`config.mk`:
```
export PLATFORM = sky130hd
export DESIGN_NAME = arm_relocation_patcher_top
export DESIGN_NICKNAME = d
export VERILOG_FILES = /design/src/design/arp_pkg.sv /design/src/design/arm_relocation_patcher_top.sv
export SDC_FILE = /design/constraint.sdc
export NUM_CORES = 1
export LEC_CHECK = 0
export BUFFER_PORTS_ARGS = -buffer_cell sky130_fd_sc_hd__buf_4
export CAP_MARGIN = 15
export CORE_MARGIN = 2
export CORE_UTILIZATION = 50
export CTS_BUF_LIST = sky130_fd_sc_hd__clkbuf_4 sky130_fd_sc_hd__clkbuf_8 sky130_fd_sc_hd__clkbuf_16
export CTS_CLUSTER_DIAMETER = 50
export DETAILED_ROUTE_END_ITERATION = 12
export PLACE_DENSITY = 0.67
export REMOVE_ABC_BUFFERS = 1
export SLEW_MARGIN = 20
export SYNTH_ARGS = -nofsm -noshare
export SYNTH_HDL_FRONTEND = slang
export SYNTH_SLANG_ARGS = --single-unit
export TNS_END_PERCENT = 1
```
`constraint.sdc`:
```
create_clock -name aclk -period 31.7 [get_ports aclk]
set_input_delay 0 -clock aclk [delete_from_list [all_inputs] [get_ports aclk]]
set_output_delay 0 -clock aclk [all_outputs]
set_load 0.02 [all_outputs]
```
`src/design/arp_pkg.sv`:
```
// Package for the ARM relocation patcher: codes, widths and pipeline stage type.
package arp_pkg;

    localparam int S_TDATA_W = 200;
    localparam int S_TUSER_W = 4;
    localparam int M_TDATA_W = 40;

    localparam logic [3:0] KIND_NONE     = 4'd0;
    localparam logic [3:0] KIND_PC24     = 4'd1;
    localparam logic [3:0] KIND_ABS32    = 4'd2;
    localparam logic [3:0] KIND_REL32    = 4'd3;
    localparam logic [3:0] KIND_ABS8     = 4'd4;
    localparam logic [3:0] KIND_ABS16    = 4'd5;
    localparam logic [3:0] KIND_ABS12    = 4'd6;
    localparam logic [3:0] KIND_THM_ABS5 = 4'd7;
    localparam logic [3:0] KIND_THM_PC22 = 4'd8;

    localparam logic [1:0] WS_NONE = 2'd0;
    localparam logic [1:0] WS_BYTE = 2'd1;
    localparam logic [1:0] WS_HALF = 2'd2;
    localparam logic [1:0] WS_WORD = 2'd3;

    localparam logic [1:0] ST_OK    = 2'd0;
    localparam logic [1:0] ST_OVF   = 2'd1;
    localparam logic [1:0] ST_UNSUP = 2'd2;

    localparam logic [31:0] PC24_TOP_MASK = 32'hff00_0000;
    localparam logic [31:0] ABS12_KEEP    = 32'hffff_f000;
    localparam logic [31:0] THM5_KEEP     = 32'h0000_f82f;
    localparam logic [31:0] PC22_FIELDS   = 32'h07ff_07ff;
    localparam logic [31:0] PC_BIAS       = 32'd8;

    typedef struct packed {
        logic [3:0]         kind;
        logic               thumb;
        logic               be;
        logic [31:0]        old;
        logic [31:0]        place;
        logic [31:0]        v;
        logic [31:0]        t1;
        logic [31:0]        t2;
        logic [31:0]        p;
        logic [31:0]        d;
        logic [31:0]        rel;
        logic signed [22:0] sadd;
        logic               ovf8;
        logic               ovf16;
        logic               ovf12;
        logic               ovf5;
        logic               ovf22;
    } pipe_t;

endpackage

```
`src/design/arm_relocation_patcher_top.sv`:
```
// Top level of the ARM relocation patcher: five-stage pipeline, one item per cycle while the result is not stalled.
//
//  channel | ports                              | contents
//  --------+------------------------------------+-------------------------------------
//  input   | s_tvalid s_tready s_tdata s_tuser  | one relocation record
//  result  | m_tvalid m_tready m_tdata          | patched word, write size, status
//  config  | cfg_valid cfg_ready cfg_data       | big_endian register
//
// One item per cycle is sustained while the result is not stalled; the add/compare chain is
// split over four compute stages (st1 to st4) followed by the output register.
// Reset clears all stage valid bits and big_endian; payload registers are not reset.
// A stalled result freezes every stage together, so nothing is lost or repeated.
module arm_relocation_patcher_top (
    input  logic                          aclk,
    input  logic                          aresetn,
    input  logic                          cfg_valid,
    output logic                          cfg_ready,
    input  logic                          cfg_data,
    input  logic                          s_tvalid,
    output logic                          s_tready,
    // [31:0] symbol_value, [63:32] addend, [95:64] place_offset,
    // [127:96] section_out_offset, [159:128] section_out_base,
    // [191:160] old_word, [192] target_is_thumb, [199:193] zero
    input  logic [arp_pkg::S_TDATA_W-1:0] s_tdata,
    // [3:0] req_type
    input  logic [arp_pkg::S_TUSER_W-1:0] s_tuser,
    output logic                          m_tvalid,
    input  logic                          m_tready,
    // [31:0] new_word, [33:32] write_size, [35:34] status, [39:36] zero
    output logic [arp_pkg::M_TDATA_W-1:0] m_tdata
);
    import arp_pkg::*;

    logic        big_endian_reg;
    logic        adv;
    logic [3:0]  valid_reg;
    pipe_t       st1_reg, st2_reg, st3_reg, st4_reg;
    pipe_t       st1_next, st2_next, st3_next, st4_next;
    logic        m_tvalid_reg;
    logic [31:0] word_reg, word_next;
    logic [1:0]  size_reg, size_next;
    logic [1:0]  status_reg, status_next;

    logic [31:0] in_sym, in_add, in_place, in_soff, in_sbase, in_old;
    logic [22:0] old_off;
    logic signed [32:0] chk;

    assign cfg_ready = aresetn;
    assign adv       = !m_tvalid_reg || m_tready;
    assign s_tready  = adv && aresetn;
    assign m_tvalid  = m_tvalid_reg;
    assign m_tdata   = {4'b0, status_reg, size_reg, word_reg};

    assign in_sym   = s_tdata[31:0];
    assign in_add   = s_tdata[63:32];
    assign in_place = s_tdata[95:64];
    assign in_soff  = s_tdata[127:96];
    assign in_sbase = s_tdata[159:128];
    assign in_old   = s_tdata[191:160];

    always_comb begin
        if (big_endian_reg) begin
            old_off = {in_old[26:16], in_old[10:0], 1'b0};
        end else begin
            old_off = {in_old[10:0], in_old[26:16], 1'b0};
        end
        st1_next       = st1_reg;
        st1_next.kind  = s_tuser[3:0];
        st1_next.thumb = s_tdata[192];
        st1_next.be    = big_endian_reg;
        st1_next.old   = in_old;
        st1_next.place = in_place;
        st1_next.v     = in_sym + in_add;
        st1_next.t1    = in_soff + in_place + PC_BIAS;
        st1_next.t2    = in_sbase + in_soff;
        st1_next.sadd  = $signed(old_off);
    end

    always_comb begin
        st2_next       = st1_reg;
        st2_next.p     = st1_reg.v - st1_reg.t1;
        st2_next.d     = st1_reg.v - st1_reg.t2;
        st2_next.ovf8  = !((st1_reg.v[31:7] == '0) || (st1_reg.v[31:7] == '1));
        st2_next.ovf16 = !((st1_reg.v[31:15] == '0) || (st1_reg.v[31:15] == '1));
        st2_next.ovf12 = !((st1_reg.v[31:11] == '0) || (st1_reg.v[31:11] == '1));
        st2_next.ovf5  = !((st1_reg.v[31:5] == '0) || (st1_reg.v[31:4] == '1));
    end

    always_comb begin
        st3_next     = st2_reg;
        st3_next.rel = st2_reg.d - st2_reg.place;
    end

    always_comb begin
        chk = $signed({st3_reg.rel[31], st3_reg.rel[31], st3_reg.rel[31:1]})
            + $signed({{10{st3_reg.sadd[22]}}, st3_reg.sadd});
        st4_next       = st3_reg;
        st4_next.rel   = st3_reg.rel + {{9{st3_reg.sadd[22]}}, st3_reg.sadd};
        st4_next.ovf22 = !((chk[32:21] == '0) || (chk[32:21] == '1));
    end

    always_comb begin
        word_next   = 32'd0;
        size_next   = WS_NONE;
        status_next = ST_OK;
        unique case (st4_reg.kind)
            KIND_NONE: begin
            end
            KIND_PC24: begin
                word_next = {8'b0, st4_reg.p[25:2]} | (st4_reg.old & PC24_TOP_MASK);
                size_next = WS_WORD;
            end
            KIND_ABS32: begin
                word_next = {st4_reg.v[31:1], st4_reg.v[0] | st4_reg.thumb};
                size_next = WS_WORD;
            end
            KIND_REL32: begin
                word_next = st4_reg.d;
                size_next = WS_WORD;
            end
            KIND_ABS8: begin
                if (st4_reg.ovf8) begin
                    status_next = ST_OVF;
                end else begin
                    word_next = {24'b0, st4_reg.v[7:0]};
                    size_next = WS_BYTE;
                end
            end
            KIND_ABS16: begin
                if (st4_reg.ovf16) begin
                    status_next = ST_OVF;
                end else begin
                    word_next = {16'b0, st4_reg.v[15:0]};
                    size_next = WS_HALF;
                end
            end
            KIND_ABS12: begin
                if (st4_reg.ovf12) begin
                    status_next = ST_OVF;
                end else begin
                    word_next = st4_reg.v | (st4_reg.old & ABS12_KEEP);
                    size_next = WS_WORD;
                end
            end
            KIND_THM_ABS5: begin
                if (st4_reg.ovf5) begin
                    status_next = ST_OVF;
                end else begin
                    word_next = {16'b0, st4_reg.v[15:0] | (st4_reg.old[15:0] & THM5_KEEP[15:0])};
                    size_next = WS_HALF;
                end
            end
            KIND_THM_PC22: begin
                if (st4_reg.be) begin
                    word_next = (st4_reg.old & ~PC22_FIELDS)
                              | {5'b0, st4_reg.rel[22:12], 5'b0, st4_reg.rel[11:1]};
                end else begin
                    word_next = (st4_reg.old & ~PC22_FIELDS)
                              | {5'b0, st4_reg.rel[11:1], 5'b0, st4_reg.rel[22:12]};
                end
                size_next = WS_WORD;
                if (st4_reg.ovf22) begin
                    status_next = ST_OVF;
                end
            end
            default: begin
                status_next = ST_UNSUP;
            end
        endcase
    end

    always_ff @(posedge aclk) begin
        if (!aresetn) begin
            big_endian_reg <= 1'b0;
            valid_reg      <= '0;
            m_tvalid_reg   <= 1'b0;
        end else begin
            if (cfg_valid && cfg_ready) begin
                big_endian_reg <= cfg_data;
            end
            if (adv) begin
                valid_reg    <= {valid_reg[2:0], s_tvalid};
                m_tvalid_reg <= valid_reg[3];
            end
        end
    end

    always_ff @(posedge aclk) begin
        if (adv) begin
            st1_reg    <= st1_next;
            st2_reg    <= st2_next;
            st3_reg    <= st3_next;
            st4_reg    <= st4_next;
            word_reg   <= word_next;
            size_reg   <= size_next;
            status_reg <= status_next;
        end
    end

endmodule
```
======== After elaboration in Yosys (flattened, before gate mapping) ========
Index checks and enable logic that the tools add are counted.
word-level totals
  bits in registers ....................... 755
  input bits .............................. 210
  output and inout port bits .............. 43
  logic and storage cells ................. 122
cells by class
  $add $sub $neg .......................... 9
  equal/unequal tests ..................... 13
  muxes and demuxes ....................... 18
  bitwise logic cells ..................... 6
  reduce and logical (&&, ||, !) cells .... 22
operators with widths
  cell                     count
  $pmux W32 S8             1
  $add A32 B32 Y32         2
  $mux W32                 2
  $or A32 B27 Y32          2
  $sub A32 B32 Y32         2
  $add A31 B23 Y32         1
  $mux W16                 2
  $or A24 B32 Y32          1
  $or A32 B32 Y32          1
  $eq A28 B28 Y1 const B   1
  $logic_not A27 Y1        1
  $add A26 B26 Y26         1
  $add A26 B4 Y26 const B  1
  $sub A26 B26 Y26         1
  $eq A25 B25 Y1 const B   1
  $logic_not A25 Y1        1
  $add A23 B23 Y23         1
  $mux W23                 1
  $eq A21 B21 Y1 const B   1
  $logic_not A21 Y1        1
  $eq A17 B17 Y1 const B   1
  $logic_not A17 Y1        1
  $eq A4 B3 Y1 const B     4
  $or A16 B16 Y16          1
  16 further kinds         36

======== Longest topological paths before layout ========
Gate-level depths: netlist (run 1).
  depth after elaboration ................. 4
  depth in mapped cells ................... 14
  depth with buffers taken out ............ 14

======== Worst setup path after synthesis (run 1) ========
OpenSTA, ideal clock, no wires.
  kind .................................... register to output
  from .................................... register m_tvalid_reg, in the netlist m_tvalid
  to ...................................... output port s_tready
  arrival ................................. 15,690 ps
  data required time ...................... 31,700 ps
  slack ................................... 16,010 ps
  cell stages (with the launch flop) ...... 4
  buffers on the path ..................... 0
  cell sequence ........................... dfxtp_1 nor2b_1 inv_1 and2_1
on the way
  longest elaborated chain between the ends .. 3
RTL lines
  item                      RTL line                           text
  start: declaration        arm_relocation_patcher_top.sv:39   logic m_tvalid_reg;
  start signal: assignment  arm_relocation_patcher_top.sv:183  m_tvalid_reg <= valid_reg[3];
  $logic_not A1 Y1          arm_relocation_patcher_top.sv:49   assign adv = !m_tvalid_reg || m_tready;
  $logic_or A1 B1 Y1        arm_relocation_patcher_top.sv:49
  $logic_and A1 B1 Y1       arm_relocation_patcher_top.sv:50   assign s_tready = adv && aresetn;
  end: declaration          arm_relocation_patcher_top.sv:20   output logic s_tready,
No other way between the ends.

======== Worst setup path after layout (run 1) ========
  from .................................... register m_tvalid_reg, in the netlist m_tvalid
  to ...................................... register st1_reg[219] (netlist name) (enable)
on the way
  longest elaborated chain between the ends .. 2
RTL lines
  item                    RTL line                           text
  $logic_not A1 Y1        arm_relocation_patcher_top.sv:49
  $logic_or A1 B1 Y1      arm_relocation_patcher_top.sv:49
  end signal: assignment  arm_relocation_patcher_top.sv:190  st1_reg <= st1_next;
  end: declaration        arm_relocation_patcher_top.sv:37   pipe_t st1_reg, st2_reg, st3_reg, st4_reg;
No other way between the ends.
A chain may end at the register's enable or synchronous reset.

==> impl.org, run 1 <==
** Synthesis
- Summing every instance area after synthesis gives 33800 sq um.
- Of the synthesized area, sequential elements account for 0.639.
- Yosys warnings :: 0
- Cells after Synth :: 2449
- Netlist cell types :: 73
- Average size of a mapped cell :: 13.8 sq um
- Main flop type after synthesis :: edfxtp_1
- Yosys mapped a number of flops with a built-in enable equal to 714.
- Synthesis inferred 720 register bits.
- Async set-or-reset flop fraction in the synthesized netlist :: 0

** Power and ir drop
- Largest voltage drop on the vdd net :: 0.0369 mV
- Internal power comes to 2.37 mW.
- Total power for the finished layout comes to 3.39 mW.
- For this design the static power due to leakage is 17.2 nW.
- Power density over the cells :: 80.8 nW/um^2
- Switching share of total power :: 0.301
- Of the total power, registers draw 0.439.
- Clock share of power :: 0.299
- Of the total power, combinational logic draws 0.262.
- Net switching power figure :: 1.02 mW

** Drt
- Met3 wire length :: 3860 um
- In this run the top signal layer used is met5.
- Remaining design rule violation count :: 0
- Met1 Routed Length :: 35000 um
- Using the TritonRoute via totals, the vias-per-cell ratio works out to 5.54.
- Summing over every cut layer, the via total after detailed routing is 21800.
- Antenna Violating Nets Remaining :: 0
- In this run, the number of DRC markers left after iteration 0 of detailed routing was 1905.
- After detailed routing, the average wire length per cell comes to 19.9 um.
- Detailed-routed wire length on met2 :: 37400 um
- Final Routed Wirelength :: 78600 um
- The pre-antenna-repair detailed-routing pass consisted of 7 iterations.

** Flow run
- The tool flagged a number of max-cap violations equal to 0.

** Die
- # IOs :: 253
- In this run the horizontal extent of the chip is 264 um.
- Height of the chip :: 264 um
- Core area :: 67000 sq um
- Row generation in the floorplan step produced 95 rows.
- Effective utilization at floorplan :: 0.503
- Die outline area :: 69600 sq um

** Timing
- On the final layout, the worst clock skew is 23.4 ps.
- The count of pins over their slew limit came to 0.
- FMAX :: 0.234 GHz
- Setup violations remaining at the end of the flow were counted as 0.
- Unrepaired setup endpoints after global routing :: false
- In this run the tightest slew margin relative to its limit is 0.239.
- The smallest clock period supported by the final layout is computed as 4270 ps.
- Period Utilization, post-route :: 0.135
- Final-layout setup total negative slack :: 0 ps
- Slew at the pin closest to its max-slew limit :: 1130 ps
- The number of hold-slack violations in the final timing report is 0.

** Setup path
- Counting stages on the worst path, the most repeated cell is buf_4.
- Cells along the critical path :: nor2b_1 > inv_8 > buf_12 > buf_4 > buf_4
- The most critical setup path has its startpoint at m_tvalid.
- On the critical path the largest part of the delay comes from buffers and inverters.
- Max stage delay cell, worst path :: buf_4
- The critical path is of the flop to flop type.
- In this run the critical register-to-register path is launched from m_tvalid.
- At the worst endpoint, the required time is 31940 ps.
- Arrival time at the worst endpoint :: 4510 ps
- STA classifies the critical path endpoint as a flop.
- In this run the number of cells on the critical path is 5.
- The critical path contains buffers and inverters numbering 4 combined.
- Cells on worst reg2reg path :: 5
- Along the worst path, the maximum fanout reaches 208.
- On the worst path, the slowest cell contributes a delay of 910 ps.
- Crit path launch type :: flop

** Layout
- Flip-flop and latch area :: 21600 sq um
- After filler insertion, the fill cell instance count of the layout stands at 5031.
- Share of final-layout standard cells stronger than drive strength 1 :: 0.145
- Footprint of the multi-input gates :: 11400 sq um
- Post-layout nets :: 3455
- Area growth from synthesis to layout :: 24.3%
- Number of flip-flops under the largest register name :: 178

** Hold path
- The startpoint identified for the worst hold timing path is s_tdata[6].
- Tightest Hold Check Type :: primary input to flop
- The worst hold path passes through 4 cells.

** Status
- The flow ran to the end, and the final reports show no timing, DRC or antenna violations.

** GRT
- The first global-routing pass estimated 122000 um of wire.
- The number of antenna violations at the first check in global routing is 2.
- Vias in the first global route :: 22000
- Pin count of the biggest net entering global routing :: 209
- Across every metal layer, demand over resource in global routing totals 0.226.
- Remaining Overflow, GRT :: 0

** Clock tree
- Cell at the root of the clock tree :: clkbuf_16
- The longest clock path from root to sink contains 3 buffers.
- CTS buffer count :: 86
- TritonCTS clock tree :: yes
- Buffers added to address setup during post-CTS repair amount to 0.
- Clock latency on the worst-skew pair :: 630 ps
- After clock tree synthesis, the flow added hold-fix buffers numbering 229.
- Total clock sinks :: 720
- H-tree levels :: 3
- Post-CTS clock slew at the launch and capture registers of the worst setup and hold paths :: 60 ps
- In this run, post-CTS repair resized a total of 0 instances.

** Place
- Detailed placement finished with a half-perimeter wire length of 56200 um.
- The count of buffers added on input and output ports is 241.
- Routability-driven placement finished with a final weighted congestion of 0.903.
[power by group through the flow]
stage | combinational (mW) | clock (mW) | sequential (mW)
5_1_grt | 0.980 | 1.07 | 1.51
2_1_floorplan | 0.606 | 0 | 1.45
4_1_cts | 0.880 | 1.03 | 1.49
3_3_place_gp | 0.815 | 0 | 1.50
6_report | 0.888 | 1.01 | 1.49
3_5_place_dp | 0.838 | 0 | 1.50
[cell usage after synthesis, drive strengths merged (6+ instances only)]
library cell,instances,area (sq um)
a31oi,19,119
a211o,9,78.8
mux2,22,248
mux2i,28,280
a21o,65,488
buf,10,63.8
a21oi,149,746
edfxtp,714,21400
o211ai,8,60.1
nor2b,24,150
a31o,6,52.6
o21ai,89,445
inv,165,619
nand2,114,428
nand4,15,93.8
and2,10,62.6
a222oi,9,90.1
clkbuf,21,78.8
o21bai,21,158
o21a,26,195
xor2,35,307
a2111oi,12,134
and3,18,113
ha,246,3080
a221oi,15,131
or3,18,113
xnor2,132,1160
fa,6,120
nand3,48,240
nor2,140,526
nand2b,22,138
o31ai,12,90.1
a221o,17,170
nor4,12,75.1
a21boi,18,135
a211oi,20,150
o41ai,12,113
dfxtp,6,120
a2111o,6,67.6
nor3,70,350
[worst register-to-register path: stages (launching register included)]
cell and delay, ps:
dfxtp_1 310, nor2b_1 240, inv_8 530, buf_12 820
buf_4 1010, buf_4 900
[layout by cell type (no fill, tap or decap), types with 21 or more instances in the layout]
master           n
nand3_1         48
a21oi_1        149
a21o_1          65
inv_1          163
mux2_2          22
o21bai_1        21
nand2b_1        22
nor3_1          70
nor2b_1         24
nand2_1        114
o21ai_0         85
xnor2_1        132
xor2_1          35
buf_4          254
nor2_1         140
ha_1           246
clkbuf_16       87
mux2i_1         28
edfxtp_1       714
dlygate4sd3_1  229
o21a_1          26
[cell type report]
cell class	instances	area share
clock buffer	94	0.0532
timing repair buffer	484	0.101
antenna	1	0.0000597
sequential	720	0.514
inverter	165	0.0149
tap	873	0.0260
multi-input combinational	1536	0.273
clock inverter	67	0.0184
[stage by stage]
stage | instances | hold slack, ps | instance area, sq um | setup WS, ps | utilization
global placement | 3549 | 178 | 36700 | 27430 | 0.547
detailed placement | 3549 | 180 | 36700 | 27320 | 0.547
CTS | 3939 | 3.63 | 41900 | 27320 | 0.626
floorplan | 2421 | 0 | 33600 | 16010 | -
finish | 3940 | 40.5 | 41900 | 27430 | 0.626
global route | 3940 | 61.7 | 41900 | 27050 | 0.626
[per-layer routing]
metal | GRT usage | vias to the layer above
li1 | - | 10500
met1 | 0.308 | 10600
met2 | 0.375 | 648
met3 | 0.0303 | 129
met4 | 0.0766 | 2
met5 | 0 | -
[cell families after synthesis]
group	share of synthesized area
flops	0.639
compound gates	0.111
simple gates	0.0733
fa+ha+maj	0.0948
buf+inv	0.0226
xor+xnor	0.0433
mux	0.0156
other cells	0.000111
[path summary, 6_finish.rpt]
| path | endpoint | slack [ps] |
|---|---|---|
| min reg2reg | st2_reg[242] | 410 |
| max reg2reg | st1_reg[219] | 27430 |
| max | st1_reg[219] | 27430 |
| min | st1_reg[195] | 40 |
(Power assumes the default switching activity.)
==> run 2: changes to the inputs <==
Settings changed: ABC_AREA set to 1, PLACE_DENSITY 0.67 to 0.7.
Clock period 31.7 ns to 3.64 ns, I/O delays scaled along.
==> run 2 against run 1 <==
First-iteration DRC count grew 6.8%. Register-to-register slack worse by 26000 ps. Synthesized cell count is 42% higher. Clock power grew to 7.9 times the previous value. Hold slack lost 29 ps. Maximum frequency rose by 63%. Area after synthesis rose by 9.2%. Clock skew is 2.4 ps higher. Die area increased by 9.1%. Utilization down 1.2 points. Wire length is 21% higher. Critical path type unchanged. Critical endpoint is now st4_reg[0].
==> impl.org, run 2 <==
** Clock tree
- Total clock sinks :: 720 (unchanged)
- The clock-pin slew on the worst setup and hold paths is 60 ps (about the same).
- Clock latency on the worst-skew pair :: 630 ps (about the same)
- The maximum buffer depth of the clock tree is 3 (unchanged).
- TritonCTS clock tree :: yes
- Hold-fix buffer count after cts :: 203 (-11%)
- Cell at the root of the clock tree :: clkbuf_16
- H-tree levels :: 3 (unchanged)
- The number of cells upsized or downsized after cts was 0 (unchanged).
- The number of CTS-inserted buffers is 80 (-7.0%).
- The setup fix buffers added after clock tree synthesis is 0 (unchanged).

** Setup path
- The critical path buffer and inverter count is 0 (-4).
- Max stage delay cell, worst path :: edfxtp_1
- Arrival time at the worst endpoint :: 2990 ps (-1520 ps)
- The required arrival time at the worst endpoint is 4010 ps (-27930 ps).
- Traced cell by cell, the critical path runs through ha_1 > nand2_1 > nand2_1 > a21oi_1 > nand2_1 > a21oi_1 > nand2_1 > nand2_1 > nand2_1 > nor2_1 > nand3_1 > nor2_1 > nor2_1.
- STA classifies the critical path endpoint as a flop.
- The worst setup path is of the flop to flop kind.
- By instance count, the cell type seen most on the critical path is nand2_1.
- The critical-path maximum fanout is 10 (-95%).
- Among cell families on the critical path, the largest total delay comes from simple AND/OR/NAND/NOR gates.
- The worst setup path is launched from a flop.
- Delay contributed by the slowest stage of the critical path :: 580 ps (-330 ps)

** Place
- DP Worst Slack :: 1020 ps (-26300 ps)
- Area after DPL :: 40100 sq um (+9.4%)
- The count of port buffers added during placement was 241 (unchanged).
- The half-perimeter wire length after detailed placement came to 72800 um (+30%).
- The final RePlAce weighted congestion is 0.941 (+4.3%).

** GRT
- Vias in the first global route :: 26100 (+19%)
- The wire length of the first global-routing pass was 145000 um (+19%).
- Pin count of the biggest net entering global routing :: 100 (-52%)
- Total track usage :: 0.252 (+0.0257)
- Remaining Overflow, GRT :: 0 (unchanged)
- The number of antenna violations at the first check in global routing is 0 (-2).

** Synthesis
- The mean area per synthesized cell is 10.6 sq um (-23%).
- Yosys warnings :: 0 (unchanged)
- By instance count, the leading cell after synthesis is edfxtp_1.
- Synthesized flop and latch total :: 720 (unchanged)
- The post-synthesis instance total came to 3467 (+42%).
- Netlist area before placement :: 36900 sq um (+9.2%)
- Post-synth top area share :: 0.582 (-0.0535)
- Netlist cell types :: 56 (-23%)
- Counting instances in the post-synthesis netlist gives the leading cell types as edfxtp_1, nand2_1, inv_1.
- In the post-synthesis netlist, the biggest area contributors are edfxtp_1, ha_1, nand2_1, inv_1, a21oi_1.
- Number of synthesized flops with an enable pin :: 714 (unchanged)
- Main flop type after synthesis :: edfxtp_1
- Share of synthesized area occupied by flip-flops and latches :: 0.585 (-0.0538)
- The share of flip-flops with an asynchronous set or reset after synthesis came to 0 (unchanged).
- Dominant cell type by area after synthesis :: edfxtp_1

** Timing
- The count of pins over their slew limit was 0 (unchanged).
- The number of hold-slack violations in the final timing report was 0 (unchanged).
- Final-layout setup total negative slack :: 0 ps (unchanged)
- The least setup slack across all paths after layout came to 1020 ps (-26410 ps).
- Relative slew slack :: 0.390 (+0.151)
- The share of the clock period used by the worst path is 0.719 (+0.584).
- The final setup skew was 25.9 ps (+2.44 ps).
- Unrepaired setup endpoints after global routing :: false
- The minimum period implied by the final worst setup slack is 2620 ps (-1650 ps).
- Setup-violating endpoint count in the final report :: 0 (unchanged)
- The highest achievable clock rate is 0.382 GHz (+63%).
- The worst-margin pin slew was 916 ps (-215 ps).

** Die
- The number of top-level design ports is 253 (unchanged).
- Height of the chip :: 276 um (+4.4%)
- Cell Rows :: 99 (+4.2%)
- The area of the die came to 75900 sq um (+9.1%).
- Die X :: 276 um (+4.4%)
- Effective utilization at floorplan :: 0.505 (+0.00173)
- The area of the core came to 73000 sq um (+8.8%).

** Power and ir drop
- The combinational cell fraction of total power was 0.328 (+0.066).
- Net switching power figure :: 11.1 mW (+990%)
- The internal portion of total power came to 20.5 mW (+760%).
- The switching part of the total came to 0.352 (+0.0508).
- Power density over the cells :: 705 nW/um^2 (+770%)
- The static leakage power came to 19.7 nW (+14%).
- Clock share of power :: 0.252 (-0.047)
- Part of the total power dissipated in sequential elements :: 0.420 (-0.019)
- Largest voltage drop on the vdd net :: 0.536 mV (+1400%)

** Layout
- Relative to the synthesized area, the layout overhead comes to 21.5%.
- Antenna Diode Count :: 0 (-1)
- Commonest non-fill, non-tap cells in the layout :: edfxtp_1, nand2_1, inv_1, nor2_1, buf_4
- The count of filler cells inserted in the layout is 5864 (+17%).
- Number of flip-flops under the largest register name :: 178 (unchanged)
- The design area came to 44800 sq um (+6.7%).
- The register area came to 21600 sq um (about the same).
- Footprint of the multi-input gates :: 13400 sq um (+17%)
- The share of layout cells above drive strength 1 was 0.119 (-0.0253).
- Most common cell after layout, fill and taps aside :: edfxtp_1
- Post-layout nets :: 4464 (+29%)

** Hold path
- The tightest min-delay check is of the primary input to flop type.

** Drt
- The mean number of vias per cell was 5.30 (-4.4%).
- The number of DRC violations after detailed-routing iteration 0 was 2034 (+6.8%).
- The total met2 wirelength after detailed routing came to 47900 um (+28%).
- The average routed wire per standard cell was 19.0 um (-4.7%).
- Highest routed layer :: met4
- Final Routed Wirelength :: 95400 um (+21%)
- Pre-Repair DR Iteration Count :: 5 (-2)
- Remaining design rule violation count :: 0 (unchanged)
- The detailed-routed wire length on met3 was 3910 um (+1.2%).
- Met1 Routed Length :: 40700 um (+17%)
- Antenna Violating Nets Remaining :: 0 (unchanged)
- The count of vias placed by the detailed router is 26600 (+22%).

** Flow run
- Max Cap Violations :: 0 (unchanged)

** Status
- Status :: finished, final reports clean
run 2: cell types whose count changed after synthesis, moves of 74 or more:
cell | previous run | this run
xnor2_1 | 132 | 56
xor2_1 | 35 | 125
a21oi_1 | 149 | 257
o21ai_0 | 85 | 159
nand2_1 | 114 | 701
inv_1 | 164 | 461
nor2_1 | 140 | 275
run 2: stage by stage:
step / hold slack [ps] / power [mW] / utilization / cells
after global routing: 33.4 / 33.4 / 0.614 / 5018
after floorplan: 0 / 19.9 / - / 3444
final: 11.3 / 31.6 / 0.614 / 5018
after detailed placement: 180 / 23.4 / 0.550 / 4676
after global placement: 173 / 23.3 / 0.550 / 4676
after CTS: 2.01 / 31.6 / 0.614 / 5018
run 2: worst reg2reg max path, cell delays in order (launching register included):
cell	delay [ps]
edfxtp_1	580
ha_1	490
nand2_1	90
nand2_1	100
a21oi_1	210
nand2_1	80
a21oi_1	230
nand2_1	120
nand2_1	70
nand2_1	50
nor2_1	110
nand3_1	90
nor2_1	90
nor2_1	70
run 2: logic make-up (layout without fill, tap and decap cells):
kind of cell | after synthesis | in the layout | share of synthesized area
AOI/OAI and AO/OA | 606 | 606 | 0.0977
xor gates and xnor gates | 181 | 181 | 0.0430
adders and majority gates | 252 | 252 | 0.0868
DFF | 720 | 720 | 0.585
other | 1 | 4 | 0.000102
and+or+nand+nor | 1217 | 1217 | 0.137
buffers and inverters | 490 | 1079 | 0.0508
run 2: power by group through the flow:
stage | clock network [mW] | registers [mW] | logic, mW
2_1_floorplan | 0 | 12.8 | 7.08
3_3_place_gp | 0 | 13.3 | 9.92
3_5_place_dp | 0 | 13.4 | 9.99
4_1_cts | 8.08 | 13.3 | 10.3
5_1_grt | 8.42 | 13.4 | 11.6
6_report | 7.95 | 13.3 | 10.4
run 2: final cells by class:
cell class	instances	share of cell area
Sequential cell	720	0.482
Multi-Input combinational cell	2260	0.300
Inverter	464	0.0391
Clock inverter	45	0.0107
Tap cell	959	0.0268
Timing Repair Buffer	476	0.0937
Clock buffer	94	0.0478
run 2: worst paths after layout:
kind	from	end	slack (ps)	cells after the start
hold / removal	s_tdata[6]	st1_reg[194]	10	3
setup reg to reg	st3_reg[27]	st4_reg[0]	1020	13
setup / recovery	st3_reg[27]	st4_reg[0]	1020	13
hold reg to reg	st2_reg[98]	st3_reg[98]	390	0
run 2: routing by layer:
layer  up-vias  GRT usage
met3       155     0.0296
met1     12600      0.325
met2       699      0.442
met4         0     0.0812
li1      13100          -
met5         -          0
